==> src/rtl/clock_buffer_pool_manager_unit_assert.svh <==
// Assertion macros shared by the buffer pool manager RTL.
// Needs only a clock and an active-low reset in scope at the point of use.
`ifndef CLOCK_BUFFER_POOL_MANAGER_UNIT_ASSERT_SVH
`define CLOCK_BUFFER_POOL_MANAGER_UNIT_ASSERT_SVH

// antecedent implies consequent in the same cycle
`define CBPM_ASSERT_SAME(label, clk, rst_n, ante, cons) \
    label: assert property (@(posedge clk) disable iff (!(rst_n)) (ante) |-> (cons)) \
        else $error("cbpm assertion failed");

// antecedent implies consequent in the next cycle
`define CBPM_ASSERT_NEXT(label, clk, rst_n, ante, cons) \
    label: assert property (@(posedge clk) disable iff (!(rst_n)) (ante) |=> (cons)) \
        else $error("cbpm assertion failed");

`endif

==> src/rtl/cbpm_pkg.sv <==
// Package for the clock buffer pool manager: sizes, opcodes, result kinds,
// frame metadata type. Used by the top level of the block.
`timescale 1ns / 1ps
package cbpm_pkg;
    localparam int NUM_FRAMES = 32;
    localparam int PAGE_BITS  = 32;
    localparam int IDX_W      = (NUM_FRAMES > 1) ? $clog2(NUM_FRAMES) : 1;
    localparam int FRAME_W    = 5;
    localparam int PAGE_W     = 32;
    localparam int PIN_MAX    = 255;

    localparam logic [2:0] OP_PIN       = 3'd0;
    localparam logic [2:0] OP_PIN_NEW   = 3'd1;
    localparam logic [2:0] OP_UNPIN     = 3'd2;
    localparam logic [2:0] OP_FLUSH     = 3'd3;
    localparam logic [2:0] OP_FLUSH_ALL = 3'd4;

    localparam logic [2:0] K_REPLY   = 3'd0;
    localparam logic [2:0] K_WRITE   = 3'd1;
    localparam logic [2:0] K_READ    = 3'd2;
    localparam logic [2:0] K_ZERO    = 3'd3;
    localparam logic [2:0] K_SYNC    = 3'd4;
    localparam logic [2:0] K_DONE    = 3'd5;
    localparam logic [2:0] K_EXHAUST = 3'd6;

    typedef struct packed {
        logic       valid;
        logic       dirty;
        logic       hot;
        logic [7:0] pin;
    } t_meta;

    localparam int META_W = $bits(t_meta);
endpackage

==> src/rtl/cbpm_ram.sv <==
// Generic single-port-write, single-port-read synchronous RAM, registered read.
// No dependencies.
`timescale 1ns / 1ps
module cbpm_ram #(
    parameter int WIDTH = 8,
    parameter int DEPTH = 32,
    parameter int AW    = (DEPTH > 1) ? $clog2(DEPTH) : 1
) (
    input  logic             i_clk,
    input  logic             i_we,
    input  logic [AW-1:0]    i_waddr,
    input  logic [WIDTH-1:0] i_wdata,
    input  logic [AW-1:0]    i_raddr,
    output logic [WIDTH-1:0] o_rdata
);
    logic [WIDTH-1:0] r_mem [DEPTH];
    logic [WIDTH-1:0] r_rdata;

    always_ff @(posedge i_clk) begin
        if (i_we) begin
            r_mem[i_waddr] <= i_wdata;
        end
        r_rdata <= r_mem[i_raddr];
    end

    assign o_rdata = r_rdata;
endmodule

==> src/rtl/clock_buffer_pool_manager_unit.sv <==
// Top level of the clock buffer pool manager: request sequencer around
// two frame RAMs (tags, metadata). Depends on cbpm_pkg, cbpm_ram, assert header.
//
// Usage: drive opcode, page, frame and made_dirty with start while busy is low;
// the request is taken at that edge and busy rises. Results come out one per
// strobe cycle on o_valid with kind, frame_index, page_number, hit; o_last
// marks the final result of the request, and busy is already low in that cycle.
// The receiver cannot stall: each result is shown for exactly one cycle.
// Each frame visit is a RAM read state then an evaluate/write-back state, so
// the next read of any entry always follows the write of the last one.
// A pin scans the tag RAM from entry 0 until a hit; on a miss it then steps the
// clock hand (at most 2*NUM_FRAMES steps) to a victim, or reports exhaustion
// when no frame is unpinned. Unpin/flush visit one frame, flush all visits each;
// an unknown opcode goes straight to its done result.
// Throughput: one request at a time; the next start is taken as early as the
// cycle that shows the last result of the previous one.
// Reset clears the hand, the sequencer and the per-frame written bits; a
// metadata entry never written reads as all zero. Tags need no reset.
`timescale 1ns / 1ps
`include "clock_buffer_pool_manager_unit_assert.svh"
module clock_buffer_pool_manager_unit (
    input  logic                        i_clk,
    input  logic                        i_rst_n,
    input  logic                        start,
    output logic                        busy,
    input  logic [2:0]                  i_opcode,
    input  logic [cbpm_pkg::PAGE_W-1:0] i_page,
    input  logic [cbpm_pkg::FRAME_W-1:0] i_frame,
    input  logic                        i_made_dirty,
    output logic                        o_valid,
    output logic [2:0]                  o_kind,
    output logic [cbpm_pkg::FRAME_W-1:0] o_frame_index,
    output logic [cbpm_pkg::PAGE_W-1:0] o_page_number,
    output logic                        o_hit,
    output logic                        o_last
);
    import cbpm_pkg::*;

    typedef enum logic [13:0] {
        S_IDLE   = 14'b00000000000001,
        S_HIT_RD = 14'b00000000000010,
        S_HIT_EV = 14'b00000000000100,
        S_SWP_RD = 14'b00000000001000,
        S_SWP_EV = 14'b00000000010000,
        S_ONE_RD = 14'b00000000100000,
        S_ONE_EV = 14'b00000001000000,
        S_ALL_RD = 14'b00000010000000,
        S_ALL_EV = 14'b00000100000000,
        S_FILL   = 14'b00001000000000,
        S_ZERO   = 14'b00010000000000,
        S_REPLY  = 14'b00100000000000,
        S_DONE   = 14'b01000000000000,
        S_SYNC   = 14'b10000000000000
    } t_state;

    localparam logic [IDX_W-1:0] LAST_IDX = IDX_W'(NUM_FRAMES - 1);
    localparam logic [IDX_W:0]   NF       = (IDX_W + 1)'(NUM_FRAMES);
    localparam logic [FRAME_W:0] NF_FR    = (FRAME_W + 1)'(NUM_FRAMES);

    t_state r_state, n_state;
    logic [2:0]           r_op, n_op;
    logic [PAGE_BITS-1:0] r_page, n_page;
    logic [FRAME_W-1:0]   r_fr, n_fr;
    logic                 r_md, n_md;
    logic [IDX_W-1:0]     r_idx, n_idx;
    logic [IDX_W-1:0]     r_hand, n_hand;
    logic [IDX_W-1:0]     r_vic, n_vic;
    logic                 r_hitf, n_hitf;
    logic                 r_free, n_free;
    logic [NUM_FRAMES-1:0] r_wr;
    logic                 r_meta_ok;

    logic                 r_valid, n_valid;
    logic [2:0]           r_kind, n_kind;
    logic [FRAME_W-1:0]   r_fi, n_fi;
    logic [PAGE_W-1:0]    r_pn, n_pn;
    logic                 r_hit_o, n_hit_o;
    logic                 r_last, n_last;

    logic [IDX_W-1:0]     raddr;
    logic                 meta_we, tag_we;
    logic [IDX_W-1:0]     meta_waddr;
    t_meta                meta_wdata;
    logic [META_W-1:0]    meta_rd;
    logic [PAGE_BITS-1:0] tag_rd;
    t_meta                m;

    cbpm_ram #(.WIDTH(PAGE_BITS), .DEPTH(NUM_FRAMES), .AW(IDX_W)) u_tag (
        .i_clk(i_clk), .i_we(tag_we), .i_waddr(r_vic), .i_wdata(r_page),
        .i_raddr(raddr), .o_rdata(tag_rd)
    );

    cbpm_ram #(.WIDTH(META_W), .DEPTH(NUM_FRAMES), .AW(IDX_W)) u_meta (
        .i_clk(i_clk), .i_we(meta_we), .i_waddr(meta_waddr), .i_wdata(meta_wdata),
        .i_raddr(raddr), .o_rdata(meta_rd)
    );

    assign m = r_meta_ok ? t_meta'(meta_rd) : t_meta'('0);

    always_comb begin
        logic [IDX_W:0] h2;
        logic [7:0]     pin_inc;
        h2      = {1'b0, r_hand} + (IDX_W + 1)'(2);
        if (h2 >= NF) h2 = h2 - NF;
        if (h2 >= NF) h2 = h2 - NF;
        pin_inc = (m.pin < 8'(PIN_MAX)) ? m.pin + 8'd1 : m.pin;

        n_state = r_state;
        n_op    = r_op;
        n_page  = r_page;
        n_fr    = r_fr;
        n_md    = r_md;
        n_idx   = r_idx;
        n_hand  = r_hand;
        n_vic   = r_vic;
        n_hitf  = r_hitf;
        n_free  = r_free;
        n_valid = 1'b0;
        n_kind  = r_kind;
        n_fi    = r_fi;
        n_pn    = r_pn;
        n_hit_o = 1'b0;
        n_last  = 1'b0;
        raddr      = r_idx;
        meta_we    = 1'b0;
        tag_we     = 1'b0;
        meta_waddr = r_idx;
        meta_wdata = m;

        case (r_state)
            S_IDLE: begin
                if (start) begin
                    n_op   = i_opcode;
                    n_page = PAGE_BITS'(i_page);
                    n_fr   = i_frame;
                    n_md   = i_made_dirty;
                    n_idx  = '0;
                    n_free = 1'b0;
                    n_hitf = 1'b0;
                    case (i_opcode)
                        OP_PIN, OP_PIN_NEW: n_state = S_HIT_RD;
                        OP_UNPIN, OP_FLUSH: begin
                            n_idx   = IDX_W'(i_frame);
                            n_state = ({1'b0, i_frame} < NF_FR) ? S_ONE_RD : S_DONE;
                        end
                        OP_FLUSH_ALL: n_state = S_ALL_RD;
                        default: begin
                            n_fr    = '0;
                            n_state = S_DONE;
                        end
                    endcase
                end
            end
            S_HIT_RD: n_state = S_HIT_EV;
            S_HIT_EV: begin
                n_free = r_free | (m.pin == 8'd0);
                if (m.valid && tag_rd == r_page) begin
                    meta_we    = 1'b1;
                    meta_wdata = '{valid: 1'b1, dirty: m.dirty | (r_op == OP_PIN_NEW),
                                   hot: 1'b1, pin: pin_inc};
                    n_vic   = r_idx;
                    n_hitf  = 1'b1;
                    n_state = (r_op == OP_PIN_NEW) ? S_ZERO : S_REPLY;
                end else if (r_idx == LAST_IDX) begin
                    if (!n_free) begin
                        n_hand  = IDX_W'(h2);
                        n_valid = 1'b1;
                        n_kind  = K_EXHAUST;
                        n_fi    = '0;
                        n_pn    = PAGE_W'(r_page);
                        n_last  = 1'b1;
                        n_state = S_IDLE;
                    end else begin
                        n_state = S_SWP_RD;
                    end
                end else begin
                    n_idx   = r_idx + IDX_W'(1);
                    n_state = S_HIT_RD;
                end
            end
            S_SWP_RD: begin
                raddr   = r_hand;
                n_state = S_SWP_EV;
            end
            S_SWP_EV: begin
                meta_waddr = r_hand;
                n_hand     = (r_hand == LAST_IDX) ? '0 : r_hand + IDX_W'(1);
                n_state    = S_SWP_RD;
                if (!m.valid) begin
                    n_vic   = r_hand;
                    n_state = S_FILL;
                end else if (m.pin == 8'd0) begin
                    if (!m.hot) begin
                        if (m.dirty) begin
                            n_valid = 1'b1;
                            n_kind  = K_WRITE;
                            n_fi    = FRAME_W'(r_hand);
                            n_pn    = PAGE_W'(tag_rd);
                        end
                        n_vic   = r_hand;
                        n_state = S_FILL;
                    end else begin
                        // second chance: clear hot and move on
                        meta_we    = 1'b1;
                        meta_wdata = '{valid: m.valid, dirty: m.dirty, hot: 1'b0, pin: m.pin};
                    end
                end
            end
            S_FILL: begin
                tag_we     = 1'b1;
                meta_we    = 1'b1;
                meta_waddr = r_vic;
                meta_wdata = '{valid: 1'b1, dirty: (r_op == OP_PIN_NEW), hot: 1'b1,
                               pin: 8'd1};
                n_valid = 1'b1;
                n_kind  = K_READ;
                n_fi    = FRAME_W'(r_vic);
                n_pn    = PAGE_W'(r_page);
                n_state = (r_op == OP_PIN_NEW) ? S_ZERO : S_REPLY;
            end
            S_ZERO: begin
                n_valid = 1'b1;
                n_kind  = K_ZERO;
                n_fi    = FRAME_W'(r_vic);
                n_pn    = PAGE_W'(r_page);
                n_state = S_REPLY;
            end
            S_REPLY: begin
                n_valid = 1'b1;
                n_kind  = K_REPLY;
                n_fi    = FRAME_W'(r_vic);
                n_pn    = PAGE_W'(r_page);
                n_hit_o = r_hitf;
                n_last  = 1'b1;
                n_state = S_IDLE;
            end
            S_ONE_RD: n_state = S_ONE_EV;
            S_ONE_EV: begin
                n_state = S_DONE;
                if (r_op == OP_UNPIN) begin
                    meta_we    = 1'b1;
                    meta_wdata = '{valid: m.valid, dirty: m.dirty | r_md, hot: m.hot,
                                   pin: (m.pin != 8'd0) ? m.pin - 8'd1 : m.pin};
                end else if (m.valid && m.dirty) begin
                    meta_we    = 1'b1;
                    meta_wdata = '{valid: m.valid, dirty: 1'b0, hot: m.hot, pin: m.pin};
                    n_valid    = 1'b1;
                    n_kind     = K_WRITE;
                    n_fi       = r_fr;
                    n_pn       = PAGE_W'(tag_rd);
                end
            end
            S_ALL_RD: n_state = S_ALL_EV;
            S_ALL_EV: begin
                if (m.valid && m.dirty) begin
                    meta_we    = 1'b1;
                    meta_wdata = '{valid: m.valid, dirty: 1'b0, hot: m.hot, pin: m.pin};
                    n_valid    = 1'b1;
                    n_kind     = K_WRITE;
                    n_fi       = FRAME_W'(r_idx);
                    n_pn       = PAGE_W'(tag_rd);
                end
                if (r_idx == LAST_IDX) begin
                    n_state = S_SYNC;
                end else begin
                    n_idx   = r_idx + IDX_W'(1);
                    n_state = S_ALL_RD;
                end
            end
            S_DONE: begin
                n_valid = 1'b1;
                n_kind  = K_DONE;
                n_fi    = r_fr;
                n_pn    = '0;
                n_last  = 1'b1;
                n_state = S_IDLE;
            end
            S_SYNC: begin
                n_valid = 1'b1;
                n_kind  = K_SYNC;
                n_fi    = '0;
                n_pn    = '0;
                n_last  = 1'b1;
                n_state = S_IDLE;
            end
            default: n_state = S_IDLE;
        endcase
    end

    always_ff @(posedge i_clk) begin
        if (!i_rst_n) begin
            r_state   <= S_IDLE;
            r_hand    <= '0;
            r_wr      <= '0;
            r_valid   <= 1'b0;
            r_last    <= 1'b0;
            r_hit_o   <= 1'b0;
            r_meta_ok <= 1'b0;
        end else begin
            r_state   <= n_state;
            r_hand    <= n_hand;
            r_valid   <= n_valid;
            r_last    <= n_last;
            r_hit_o   <= n_hit_o;
            r_meta_ok <= r_wr[raddr];
            if (meta_we) r_wr[meta_waddr] <= 1'b1;
        end
    end

    always_ff @(posedge i_clk) begin
        r_op   <= n_op;
        r_page <= n_page;
        r_fr   <= n_fr;
        r_md   <= n_md;
        r_idx  <= n_idx;
        r_vic  <= n_vic;
        r_hitf <= n_hitf;
        r_free <= n_free;
        r_kind <= n_kind;
        r_fi   <= n_fi;
        r_pn   <= n_pn;
    end

    assign busy          = (r_state != S_IDLE);
    assign o_valid       = r_valid;
    assign o_kind        = r_kind;
    assign o_frame_index = r_fi;
    assign o_page_number = r_pn;
    assign o_hit         = r_hit_o;
    assign o_last        = r_last;

    `CBPM_ASSERT_NEXT(a_take_busy, i_clk, i_rst_n, start && !busy, busy)
    `CBPM_ASSERT_SAME(a_last_idle, i_clk, i_rst_n, r_valid && r_last, r_state == S_IDLE)
    `CBPM_ASSERT_SAME(a_idle_nowr, i_clk, i_rst_n, r_state == S_IDLE, !meta_we && !tag_we)
    `CBPM_ASSERT_SAME(a_hit_reply, i_clk, i_rst_n, r_valid && r_hit_o, r_kind == K_REPLY)
endmodule
==> config.mk <==
export PLATFORM = sky130hd
export DESIGN_NAME = clock_buffer_pool_manager_unit
export DESIGN_NICKNAME = d
export VERILOG_FILES = /design/src/rtl/cbpm_pkg.sv /design/src/rtl/cbpm_ram.sv /design/src/rtl/clock_buffer_pool_manager_unit.sv
export VERILOG_INCLUDE_DIRS = /design/src /design/src/rtl
export SDC_FILE = /design/constraint.sdc
export NUM_CORES = 2
export LEC_CHECK = 0
export ABC_CLOCK_PERIOD_IN_PS = 13700
export CORE_ASPECT_RATIO = 0.9
export CORE_MARGIN = 2
export CORE_UTILIZATION = 30
export CTS_CLUSTER_SIZE = 28
export DETAILED_ROUTE_END_ITERATION = 16
export DONT_BUFFER_PORTS = 1
export PLACE_DENSITY = 0.49
export SYNTH_ARGS = -nofsm -noshare
export SYNTH_HDL_FRONTEND = slang
export SYNTH_SLANG_ARGS = --single-unit
==> constraint.sdc <==
create_clock -name i_clk -period 13.7 [get_ports i_clk]
set_clock_uncertainty 0.2 [all_clocks]
set_input_delay 2.74 -clock i_clk [delete_from_list [all_inputs] [get_ports i_clk]]
set_output_delay 2.74 -clock i_clk [all_outputs]
set_load 0.005 [all_outputs]
==> metrics.log <==
INFO  metric grt_remaining_overflow = 0
INFO  metric cts_tree = built
INFO  metric max-slew-margin-rel = 23.0%
INFO  metric mappedNetlistNets = 4338
INFO  metric final.min_clock_period = 5720 ps
INFO  metric fp.coreArea = 203000 um^2
INFO  metric cts.sink_count = 1567
INFO  metric regToRegSetupSlack = 8380 ps
INFO  metric worst_hold_margin = 264 ps
INFO  metric timing.hold.worst.start = r_wr[5]
INFO  metric finalWirelength = 192000 um
INFO  metric die_area = 208000 um^2
INFO  metric wl_met1 = 88400 um
INFO  metric cts_hold_buf = 0
INFO  metric grt_pass1_vias = 35.5k
INFO  metric routed-wl-met3 = 13600 um
INFO  metric period_share = 41.8%
INFO  metric post_drt_via_cell_ratio = 5.19
INFO  metric layout.cells.most_common = edfxtp_1
INFO  metric cts.repair_timing.setup_buffer_count = 0
INFO  metric buffer_ports.inserted = 0
INFO  metric antenna_violating_nets_post_route = 0
INFO  metric synthesis.area = 61400 um^2
INFO  metric crit_arrival = 2780 ps
INFO  metric synth_cell_type_count = 68
INFO  metric layout-drive-gt1-share = 10.2%
INFO  metric timing.hold.worst_endpoint = r_wr[5]
INFO  metric detailroute.via_count = 37.4k
INFO  metric globalRouteTotalUtil = 18.0%
INFO  metric hold_viol_final = 0
INFO  metric cts_root_buffer = clkbuf_16
INFO  metric first_iter_violations = 4058
INFO  metric ioPinCount = 88
INFO  metric layout.core_utilization = 34.7%
INFO  metric antenna_found_initial = 12
INFO  metric cts-root-to-sink-buffers = 3
INFO  metric worst_slack_after_detailed_placement = 8430 ps
INFO  metric place_congestion = 0.788
INFO  metric setup-tns-final = 0 ps
INFO  metric post_cts.resized_instances = 0
INFO  metric nNetsFinal = 4400
INFO  metric numCtsBuffers = 171
INFO  metric seq_area_frac_synth = 75.1%
INFO  metric timing_worst_setup_path_type = flip-flop to output port
INFO  metric chip_width = 481 um
INFO  metric dr.max_layer_used = met5
INFO  metric first_pass_iters = 6
INFO  metric timing.critical_path.cells = nor4_4 -> nand2_1 -> nor4_1 -> and4b_1 -> inv_1
INFO  metric synth_cells = 4287
INFO  metric htreeDepth = 4
INFO  metric fillers = 19.5k
INFO  metric outcome = complete, no violations
INFO  metric worst_skew_late_latency = 820 ps
INFO  metric worst_setup_path_end_kind = output port
INFO  metric area_delta_synth_final = 15.0%
INFO  metric start_util = 30.2%
INFO  metric cellLeakagePower = 23.6 nW
INFO  metric timing.final.ws_setup = 7980 ps
INFO  metric largest_net_degree_at_the_start_of_global_routing = 166
INFO  metric path_max_fanout = 9
INFO  metric critical-path-max-stage-delay = 520 ps
INFO  metric regToRegEndpoint = u_tag.o_rdata[10]
INFO  metric min_path_type = flip-flop to flip-flop
INFO  metric synth-main-ff-cell = edfxtp_1
INFO  metric ys_ff_latch = 1567
INFO  metric rr_startpoint = r_state[1]
INFO  metric critPathRequiredTime = 10760 ps
INFO  metric chipHeight = 433 um
INFO  metric drc = 0
INFO  metric dp_hpwl = 96900 um
INFO  metric reg2reg_depth = 10
INFO  metric fmax = 175 MHz
INFO  metric worstMarginPinSlew = 1160 ps
INFO  metric synth_warnings = 0
INFO  metric grt_setup_unrepaired = false
INFO  metric synth-edff-count = 1469
INFO  metric ir_worst_vdd = 0.104 mV
INFO  metric worst_hold_path.num_cells = 1
INFO  metric synth_area_per_cell = 14.3 um^2
INFO  metric max_slew_violation_count = 0
INFO  metric report.final.setup_viol = 0
INFO  metric path_clk_slew = 60 ps
INFO  metric global_route_wire_length_before_repair = 270000 um
INFO  metric synth-async-reset-ratio = 0%
INFO  metric top_library_cells_by_usage_in_the_layout_fill_and_taps_aside = edfxtp_1 (1469), nand2_1 (898), nand3_1 (339), mux2i_1 (314), clkbuf_16 (173)
INFO  metric worst_path_slowest_cell = nor4_4
INFO  metric totalPowerFinal = 11.1 mW
INFO  metric power_per_cell_area = 158 nW/um^2
INFO  metric avgRoutedWirePerCell = 26.7 um
INFO  metric route.met2.wl = 85800 um
INFO  metric placement_rows = 157
INFO  metric drv.max_cap_violation_count = 0
INFO  metric worst_setup_path_start_kind = flip-flop
how the worst max path moves through the flow:
stage / to / slack [ps] / start / cells after the start
6_report: busy / 7980 / r_state[10] / 5
5_1_grt: busy / 7760 / r_state[10] / 5
4_1_cts: busy / 7960 / r_state[10] / 5
3_5_place_dp: u_tag.o_rdata[10] / 8430 / r_state[1] / 10
3_3_place_gp: u_tag.o_rdata[10] / 8470 / r_state[1] / 10
2_1_floorplan: o_page_number[0] / 8430 / r_state[2] / 6
power breakdown:
group,internal (mW),leakage [nW],switching [mW]
Combinational,0.310,6.85,0.860
Sequential,5.40,14.1,0.0824
Clock,2.54,2.64,1.94
through the flow:
step,cells,instance area [um^2]
after floorplan,4287,61400
after global placement,6879,65100
after detailed placement,6879,65100
after CTS,7197,70600
after global routing,7197,70600
final,7200,70600
synth_stat cells, drive strengths merged (2+ instances only):
library cell	count	area [um^2]
a21oi	69	353
or4b	2	20.0
nor2b	3	18.8
clkbuf	116	435
and2	15	93.8
or3	9	56.3
xnor2	8	70.1
a221o	6	60.1
and4	4	35.0
a221oi	10	87.6
nand3	340	1700
nand2b	4	25.0
o22ai	89	557
or4	2	15.0
a31o	3	26.3
dfxtp	98	1960
mux2	4	45.0
inv	18	67.6
buf	138	709
a21o	7	52.6
o21ai	109	546
mux2i	315	3150
o311ai	4	35.0
nor3b	6	45.0
and4b	2	20.0
o41ai	3	26.3
nor2	98	375
nor3	18	101
o21a	36	270
or3b	3	26.3
nand4	9	56.3
a41oi	4	42.6
nor4	58	408
a311oi	4	41.3
and3	8	50.1
nand2	905	3400
edfxtp	1469	44100
a31oi	94	588
a32oi	87	762
o21bai	4	30.0
xor2	32	280
ha	7	87.6
a211oi	48	360
nand3b	6	45.0
final cells by class:
type	count	area (um^2)	area share [%]
Inverter	18	68.8	0.0975
Clock buffer	243	4730	6.70
Multi-Input combinational cell	2448	14500	20.5
Timing Repair Buffer	143	1110	1.57
Clock inverter	75	724	1.03
Antenna cell	3	7.51	0.0106
Tap cell	2703	3380	4.79
Sequential cell	1567	46100	65.3
routing by layer:
metal	track usage [%]	vias up
li1	-	16400
met1	26.5	19300
met2	27.5	1419
met3	3.11	260
met4	4.41	16
met5	0	-
cells by family (layout without fill, tap and decap cells):
| group | count (synthesis) | in the layout | share of synthesized area [%] |
|---|---|---|---|
| adders and majority gates | 7 | 7 | 0.143 |
| and+or+nand+nor | 1496 | 1496 | 10.6 |
| AOI/OAI and AO/OA | 586 | 586 | 6.38 |
| buffers and inverters | 272 | 479 | 1.98 |
| muxes | 319 | 319 | 5.21 |
| xor gates and xnor gates | 40 | 40 | 0.571 |
| other | 0 | 3 | 0 |
| DFF | 1567 | 1567 | 75.1 |
registers in the layout (all words and copies together) (netlist names), 3 cells and up:
name / count
r_hand: 5
r_fr: 5
r_page: 32
o_kind: 3
r_vic: 5
r_idx: 5
r_op: 3
o_page_number: 32
r_wr: 32
u_tag.o_rdata: 32
o_frame_index: 5
r_state: 14
u_meta.o_rdata: 11
u_meta.r_mem: 352
u_tag.r_mem: 1024
worst max-delay path, delay by kind of cell (launching register included):
family | cells | cell delay [ps]
AND/OR/NAND/NOR | 4 | 1440
buffers and inverters | 1 | 120
flip-flops | 1 | 410
Power figures use the tool's default switching activity.
